==> config.mk <==
export PLATFORM = sky130hd
export DESIGN_NAME = indexed_list_store
export DESIGN_NICKNAME = d
export VERILOG_FILES = /design/src/sv/ils_pkg.sv /design/src/sv/ils_cell.sv /design/src/sv/indexed_list_store.sv
export SDC_FILE = /design/constraint.sdc
export NUM_CORES = 1
export LEC_CHECK = 0
export ABC_AREA = 1
export CAP_MARGIN = 20
export CELL_PAD_IN_SITES_DETAIL_PLACEMENT = 1
export CELL_PAD_IN_SITES_GLOBAL_PLACEMENT = 2
export CORE_MARGIN = 2
export CORE_UTILIZATION = 36
export DETAILED_ROUTE_END_ITERATION = 8
export DONT_BUFFER_PORTS = 1
export GPL_TIMING_DRIVEN = 0
export PLACE_DENSITY = 0.78
export SETUP_SLACK_MARGIN = 0.3
export SLEW_MARGIN = 20
export SYNTH_ARGS = -nofsm -noshare
export SYNTH_HDL_FRONTEND = slang
export SYNTH_SLANG_ARGS = --single-unit
==> constraint.sdc <==
create_clock -name clk -period 7.2 [get_ports clk]
set_input_delay 0 -clock clk [delete_from_list [all_inputs] [get_ports clk]]
set_output_delay 0 -clock clk [all_outputs]
set_load 0.02 [all_outputs]
==> src/sv/ils_pkg.sv <==
// Shared types and codes for the indexed list store.
`timescale 1ns / 1ps

package ils_pkg;

	localparam int unsigned KIND_W   = 3;
	localparam int unsigned INDEX_W  = 5;
	localparam int unsigned VALUE_W  = 32;
	localparam int unsigned STATUS_W = 2;
	localparam int unsigned COUNT_W  = 5;

	typedef enum logic [KIND_W-1:0] {
		KIND_APPEND    = 3'd0,
		KIND_PREPEND   = 3'd1,
		KIND_POP_BACK  = 3'd2,
		KIND_POP_FRONT = 3'd3,
		KIND_READ      = 3'd4,
		KIND_INSERT    = 3'd5,
		KIND_REMOVE    = 3'd6
	} kind_t;

	typedef enum logic [STATUS_W-1:0] {
		ST_OK     = 2'd0,
		ST_BOUNDS = 2'd1,
		ST_EMPTY  = 2'd2,
		ST_FULL   = 2'd3
	} status_t;

	typedef enum logic [1:0] {
		CELL_HOLD  = 2'd0,
		CELL_SHIFT_UP   = 2'd1,
		CELL_SHIFT_DOWN = 2'd2
	} cell_op_t;

	// Command broadcast to every cell of the row
	typedef struct packed {
		cell_op_t op;
		logic     rd;
	} cell_cmd_t;

endpackage

==> src/sv/ils_cell.sv <==
// One slot of the list: holds an element and shifts to or from its neighbours.
`timescale 1ns / 1ps

module ils_cell
	import ils_pkg::*;
#(
	parameter int unsigned DATA_WIDTH = 32,
	parameter int unsigned IDX_W      = 4,
	parameter int unsigned POS        = 0
) (
	input  logic                  clk,
	input  cell_cmd_t             cmd,
	input  logic [IDX_W-1:0]      pos,
	input  logic [DATA_WIDTH-1:0] wdata,
	input  logic [DATA_WIDTH-1:0] data_lo,
	input  logic [DATA_WIDTH-1:0] data_hi,
	output logic [DATA_WIDTH-1:0] data,
	output logic [DATA_WIDTH-1:0] rd_data
);

	localparam logic [IDX_W-1:0] MY_POS = IDX_W'(POS);

	logic [DATA_WIDTH-1:0] data_q;

	always_ff @(posedge clk) begin
		case (cmd.op)
			CELL_SHIFT_UP: begin
				// open a gap at pos and write wdata there: cells above take from below
				if (MY_POS > pos) begin
					data_q <= data_lo;
				end else if (MY_POS == pos) begin
					data_q <= wdata;
				end
			end
			CELL_SHIFT_DOWN: begin
				// close the slot at pos: cells at and above take from above
				if (MY_POS >= pos) begin
					data_q <= data_hi;
				end
			end
			default: begin
			end
		endcase
	end

	assign data    = data_q;
	assign rd_data = (cmd.rd && (MY_POS == pos)) ? data_q : '0;

endmodule

==> src/sv/indexed_list_store.sv <==
// Top level of the indexed list store: operation decode, fill count and result register.
`timescale 1ns / 1ps

// Indexed list store: an ordered list of up to CAPACITY elements in a row of
// slot cells, front at cell 0. Each input transaction (kind, index, value) is
// one operation: append, prepend, pop back, pop front, read, insert at index
// or remove at index. Each gives exactly one output transaction carrying
// status, read_value (zero unless a read succeeds) and count after the
// operation.
// The result shows on out_valid in the cycle after input acceptance.
// Throughput: one operation per cycle while in_stall is low; every cell shifts
// up, shifts down or holds in parallel in the accepting cycle.
// The result waits in an output register; while it is stalled and not taken,
// in_stall is raised and no further input is taken.
// Reset clears the fill count and the output valid; slot contents are left
// as they are and are never read before being written.
// Refused operations (full, out of range, empty) leave the list unchanged.

module indexed_list_store
	import ils_pkg::*;
#(
	parameter int unsigned CAPACITY   = 16,
	parameter int unsigned DATA_WIDTH = 32
) (
	input  logic                clk,
	input  logic                arst_n,
	input  logic                in_valid,
	output logic                in_stall,
	input  logic [KIND_W-1:0]   kind,
	input  logic [INDEX_W-1:0]  index,
	input  logic [VALUE_W-1:0]  value,
	output logic                out_valid,
	input  logic                out_stall,
	output logic [STATUS_W-1:0] status,
	output logic [VALUE_W-1:0]  read_value,
	output logic [COUNT_W-1:0]  count
);

	localparam int unsigned IDX_W  = $clog2(CAPACITY);
	localparam int unsigned FILL_W = $clog2(CAPACITY + 1);
	localparam int unsigned CMP_W  = (FILL_W > INDEX_W) ? FILL_W : INDEX_W;
	localparam logic [FILL_W-1:0] FULL_FILL = FILL_W'(CAPACITY);

	logic                  accept;
	logic [FILL_W-1:0]     fill_q;
	logic [FILL_W-1:0]     fill_d;
	status_t               status_d;
	cell_cmd_t             cmd;
	logic [IDX_W-1:0]      pos;
	logic [DATA_WIDTH-1:0] wdata;
	logic [CMP_W-1:0]      idx_c;
	logic [CMP_W-1:0]      fill_c;
	logic                  full;
	logic                  empty;
	logic [DATA_WIDTH-1:0] rd_any;

	logic [DATA_WIDTH-1:0] cell_data [CAPACITY];
	logic [DATA_WIDTH-1:0] cell_rd   [CAPACITY];

	logic                out_valid_q;
	status_t             status_q;
	logic [VALUE_W-1:0]  read_value_q;
	logic [COUNT_W-1:0]  count_q;

	assign in_stall = out_valid_q && out_stall;
	assign accept   = in_valid && !in_stall;

	assign idx_c  = CMP_W'(index);
	assign fill_c = CMP_W'(fill_q);
	assign full   = (fill_q == FULL_FILL);
	assign empty  = (fill_q == '0);
	assign wdata  = DATA_WIDTH'(value);

	always_comb begin
		status_d = ST_OK;
		fill_d   = fill_q;
		cmd.op   = CELL_HOLD;
		cmd.rd   = 1'b0;
		pos      = IDX_W'(index);
		unique case (kind)
			KIND_APPEND: begin
				pos = IDX_W'(fill_q);
				if (full) begin
					status_d = ST_FULL;
				end else begin
					cmd.op = CELL_SHIFT_UP;
					fill_d = fill_q + 1'b1;
				end
			end
			KIND_PREPEND: begin
				pos = '0;
				if (full) begin
					status_d = ST_FULL;
				end else begin
					cmd.op = CELL_SHIFT_UP;
					fill_d = fill_q + 1'b1;
				end
			end
			KIND_POP_BACK: begin
				pos = IDX_W'(fill_q - 1'b1);
				if (empty) begin
					status_d = ST_EMPTY;
				end else begin
					cmd.op = CELL_SHIFT_DOWN;
					fill_d = fill_q - 1'b1;
				end
			end
			KIND_POP_FRONT: begin
				pos = '0;
				if (empty) begin
					status_d = ST_EMPTY;
				end else begin
					cmd.op = CELL_SHIFT_DOWN;
					fill_d = fill_q - 1'b1;
				end
			end
			KIND_READ: begin
				if (idx_c >= fill_c) begin
					status_d = ST_BOUNDS;
				end else begin
					cmd.rd = 1'b1;
				end
			end
			KIND_INSERT: begin
				if (idx_c > fill_c) begin
					status_d = ST_BOUNDS;
				end else if (full) begin
					status_d = ST_FULL;
				end else begin
					cmd.op = CELL_SHIFT_UP;
					fill_d = fill_q + 1'b1;
				end
			end
			KIND_REMOVE: begin
				if (idx_c >= fill_c) begin
					status_d = ST_BOUNDS;
				end else begin
					cmd.op = CELL_SHIFT_DOWN;
					fill_d = fill_q - 1'b1;
				end
			end
			default: begin
			end
		endcase
		// hold every cell unless a transaction is taken
		if (!accept) begin
			cmd.op = CELL_HOLD;
		end
	end

	for (genvar i = 0; i < CAPACITY; i++) begin : g_cell
		logic [DATA_WIDTH-1:0] lo;
		logic [DATA_WIDTH-1:0] hi;
		if (i == 0) begin : g_first
			assign lo = wdata;
		end else begin : g_mid_lo
			assign lo = cell_data[i-1];
		end
		if (i == CAPACITY - 1) begin : g_last
			assign hi = '0;
		end else begin : g_mid_hi
			assign hi = cell_data[i+1];
		end

		ils_cell #(
			.DATA_WIDTH(DATA_WIDTH),
			.IDX_W     (IDX_W),
			.POS       (i)
		) u_cell (
			.clk    (clk),
			.cmd    (cmd),
			.pos    (pos),
			.wdata  (wdata),
			.data_lo(lo),
			.data_hi(hi),
			.data   (cell_data[i]),
			.rd_data(cell_rd[i])
		);
	end

	// at most one cell drives a non-zero read word
	always_comb begin
		rd_any = '0;
		for (int i = 0; i < CAPACITY; i++) begin
			rd_any = rd_any | cell_rd[i];
		end
	end

	always_ff @(posedge clk or negedge arst_n) begin
		if (!arst_n) begin
			fill_q      <= '0;
			out_valid_q <= 1'b0;
		end else begin
			if (accept) begin
				fill_q      <= fill_d;
				out_valid_q <= 1'b1;
			end else if (!out_stall) begin
				out_valid_q <= 1'b0;
			end
		end
	end

	always_ff @(posedge clk) begin
		if (accept) begin
			status_q     <= status_d;
			read_value_q <= VALUE_W'(rd_any);
			count_q      <= COUNT_W'(fill_d);
		end
	end

	assign out_valid  = out_valid_q;
	assign status     = status_q;
	assign read_value = read_value_q;
	assign count      = count_q;

`ifndef SYNTHESIS
	a_fill_bound: assert property (@(posedge clk) disable iff (!arst_n)
		fill_q <= FULL_FILL)
		else $error("fill count above capacity");

	a_result_follows: assert property (@(posedge clk) disable iff (!arst_n)
		accept |=> out_valid_q && (count_q == COUNT_W'(fill_q)))
		else $error("result missing or count out of step with fill");

	a_refused_holds: assert property (@(posedge clk) disable iff (!arst_n)
		accept && (status_d != ST_OK) |=> $stable(fill_q))
		else $error("refused operation changed the fill count");

	a_stall_blocks: assert property (@(posedge clk) disable iff (!arst_n)
		out_valid_q && out_stall |-> !accept)
		else $error("input taken while result stalled");
`endif

endmodule
==> results.sh <==
export IMPL_totalWireLength_um=191000
export IMPL_finalSetupViolations=0
export IMPL_tritoncts_num_buffers=72
export IMPL_grt_use_total=0.413
export IMPL_cts_max_path_buffers=3
export IMPL_maximum_number_of_pins_on_one_net_before_global_route_repair=33
export IMPL_num_rows=109
export IMPL_timing_clock_skew_ns=0.0345
export IMPL_netlist_cell_type_count=45
export IMPL_swShare=0.402
export IMPL_initial_antenna_violation_count=12
export IMPL_cts_root_buffer_cell="clkbuf_16"
export IMPL_power_share_combinational=0.299
export IMPL_register_clock_pin_slew_on_the_reported_worst_setup_and_hold_paths_ns=0.06
export IMPL_result_of_the_run="finished, final reports clean"
export IMPL_drc_violations_left=0
export IMPL_place_port_buffers=0
export IMPL_grt_first_pass_wirelength_um=261000
export IMPL_netlist_top_cells_count="nand2_1, edfxtp_1, o21ai_0"
export IMPL_gpl_final_weighted_congestion=0.975
export IMPL_final_layout_size_suffix_gt1_frac=0.0902
export IMPL_hold_viol=0
export IMPL_cts_htree_levels=3
export IMPL_grt_pass1_vias=31900
export IMPL_tightest_slew_ns=1.40
export IMPL_worst_rel_slew_slack=0.0643
export IMPL_floorplan_die_width_um=303
export IMPL_antenna_left=0
export IMPL_starting_utilization_of_the_core_area=0.364
export IMPL_cells_taking_the_most_area_after_synthesis="edfxtp_1, nand2_1, o21ai_0, nand3_1, nor2_1"
export IMPL_post_synth_net_total=3909
export IMPL_endpoint_kind="flip-flop"
export IMPL_clock_sink_count=557
export IMPL_cellPowerDensity_nw_per_um2=340
export IMPL_async_flop_share=0.0108
export IMPL_holdCritPathClass="input pin to flip-flop"
export IMPL_globalRoute_totalOverflow=0
export IMPL_fraction_of_the_cycle_the_final_worst_path_needs=0.862
export IMPL_critPathKind="flip-flop to flip-flop"
export IMPL_detailedRoute_firstIterationViolations=5599
export IMPL_synth_most_common_cell="nand2_1"
export IMPL_core_area_sq_um=88500
export IMPL_fillers=10400
export IMPL_yosys_warnings=0
export IMPL_post_cts_resized_instances=0
export IMPL_placedCellCount=5050
export IMPL_synth_enable_flop_cells=551
export IMPL_synth_seq_cells=557
export IMPL_internal_power_mw=7.55
export IMPL_critPathLaunchType="flip-flop"
export IMPL_drtPass1Iterations=8
export IMPL_via_per_inst=6.41
export IMPL_floorplan_die_area_sq_um=91900
export IMPL_dr_total_vias=33500
export IMPL_max_cap_violations=0
export IMPL_hold_ws_ns=0.0321
export IMPL_ys_seq_area_frac=0.518
export IMPL_nets=4054
export IMPL_setup_total_negative_slack_ns=0
export IMPL_finalWorstPathRequiredPeriod_ns=6.21
export IMPL_syn2layout_area_growth_pct=15.3
export IMPL_power_static_leakage_nw=13.7
export IMPL_dominantRegCellSynth="edfxtp_1"
export IMPL_worst_ir_drop_vdd_mv=0.156
export IMPL_timing_critical_path_arrival_ns=6.55
export IMPL_die_ht_um=303
export IMPL_clock_power_share=0.286
export IMPL_synth_largest_type_area_fraction=0.513
export IMPL_share_seq_of_total_power=0.415
export IMPL_dp_hpwl_um=147000
export IMPL_cp_required_ns=7.55
export IMPL_switching_power_mw=5.09
export IMPL_crit_path_max_fanout=12
export IMPL_syn_cell_area_sq_um=32200
export IMPL_clkLatencyLatePin_ns=0.66
export IMPL_cts_tree="built"
export IMPL_finished_core_util=0.420
export IMPL_rsz0062_at_grt="no"
export IMPL_post_layout_nonfiller_instances=5222
export IMPL_detail_route_wl_per_cell_um=36.7
export IMPL_post_synth_inst_count=3856
export IMPL_fmaxAchievable_ghz=0.161
export IMPL_syn_avg_cell_area_sq_um=8.36
export IMPL_max_slew_vio_count=0
export IMPL_io_pins=85
export IMPL_yosys_area_top_type="edfxtp_1"
[flip-flops by register name, summed over array words and instances (netlist names)]
| name | count |
|---|---|
| read_value | 32 |
| count | 5 |
| fill_c | 5 |
| status | 2 |
| out_valid | 1 |
| g_cell.u_cell.data | 512 |
[cells by family after synthesis]
| logic type | Yosys count | share of synthesized area |
|---|---|---|
| AND/OR/NAND/NOR | 1926 | 0.261 |
| buffers and inverters | 462 | 0.0632 |
| AO/OA/AOI/OAI | 901 | 0.154 |
| XOR/XNOR | 1 | 0.000272 |
| adder cells (fa/ha/maj) | 9 | 0.00349 |
| flip-flops | 557 | 0.518 |
[final timing paths]
| kind | slack [ns] | end | start | depth (start not counted) |
|---|---|---|---|---|
| max in group asynchronous | 6.71 | fill_c[4] | arst_n | 2 |
| hold reg to reg | 0.59 | g_cell[5].u_cell.data[26] | g_cell[6].u_cell.data[26] | 2 |
| setup reg to reg | 0.99 | g_cell[8].u_cell.data[16] | fill_c[1] | 23 |
| hold / removal | 0.03 | fill_c[3] | kind[1] | 7 |
| setup / recovery | 0.99 | g_cell[8].u_cell.data[16] | fill_c[1] | 23 |
| min in group asynchronous | 0.24 | out_valid | arst_n | 2 |
[final cells by class]
type                            instances  area, sq um  area share
Sequential cell                       557        16700       0.449
Multi-Input combinational cell       2837        13700       0.368
Clock buffer                           90         1980      0.0532
Tap cell                             1165         1460      0.0392
Buffer                                290         1390      0.0374
Timing Repair Buffer                   71         1100      0.0297
Inverter                              172          648      0.0174
Clock inverter                         39          235     0.00633
Antenna cell                            1         2.50   0.0000673
[stage by stage]
step / setup slack, ns / power (mW) / instance area, sq um
2_1_floorplan: 0.472 / 6.90 / 32200
3_3_place_gp: -6.15 / 8.60 / 33700
3_5_place_dp: 0.739 / 8.84 / 34500
4_1_cts: 0.666 / 12.4 / 37200
5_1_grt: 0.701 / 12.9 / 37200
6_report: 0.992 / 12.6 / 37200
[layout by cell type, fill, tap and decap left out, drive strengths merged, types with 66 or more instances in the layout]
cell    instances
a21oi          72
buf           191
clkbuf        219
edfxtp        551
inv           172
nand2        1025
nand3         489
nand4          66
nor2          325
o211ai        143
o21ai         665
[worst max-delay path: stages (launching register included)]
cell and delay, ns:
dfrtp_1 0.36, buf_2 0.24, inv_1 0.19, ha_1 0.31, nand2_1 0.04, nor2_1 0.11
nand2_1 0.14, nand3_1 0.24, inv_1 0.07, nand2_1 0.09, o21ai_0 0.16, inv_1 0.14
nor2_1 0.07, ha_1 0.25, clkbuf_1 0.41, buf_2 0.43, nor2_1 0.27, clkinv_1 0.72
a21oi_4 0.45, buf_16 0.21, inv_1 0.21, o31ai_4 0.28, buf_6 0.28, buf_8 0.20
[metal layers]
metal,wire length [um],global-route usage
met3,26800,0.130
met4,9680,0.180
met2,80300,0.603
met5,36,0.00259
met1,74600,0.560
[repair_timing]
item,in CTS,in global routing
hold buffers,41,0
setup endpoints to repair,0,10
setup buffers,0,1
endpoints found under the hold margin,315,0
[power groups by stage]
stage	registers (mW)	clock network [mW]	logic (mW)
2_1_floorplan	4.91	0	1.99
3_3_place_gp	5.30	0	3.30
3_5_place_dp	5.22	0	3.62
4_1_cts	5.17	3.59	3.67
5_1_grt	5.25	3.70	3.96
6_report	5.24	3.62	3.78
(Power assumes the default switching activity.)
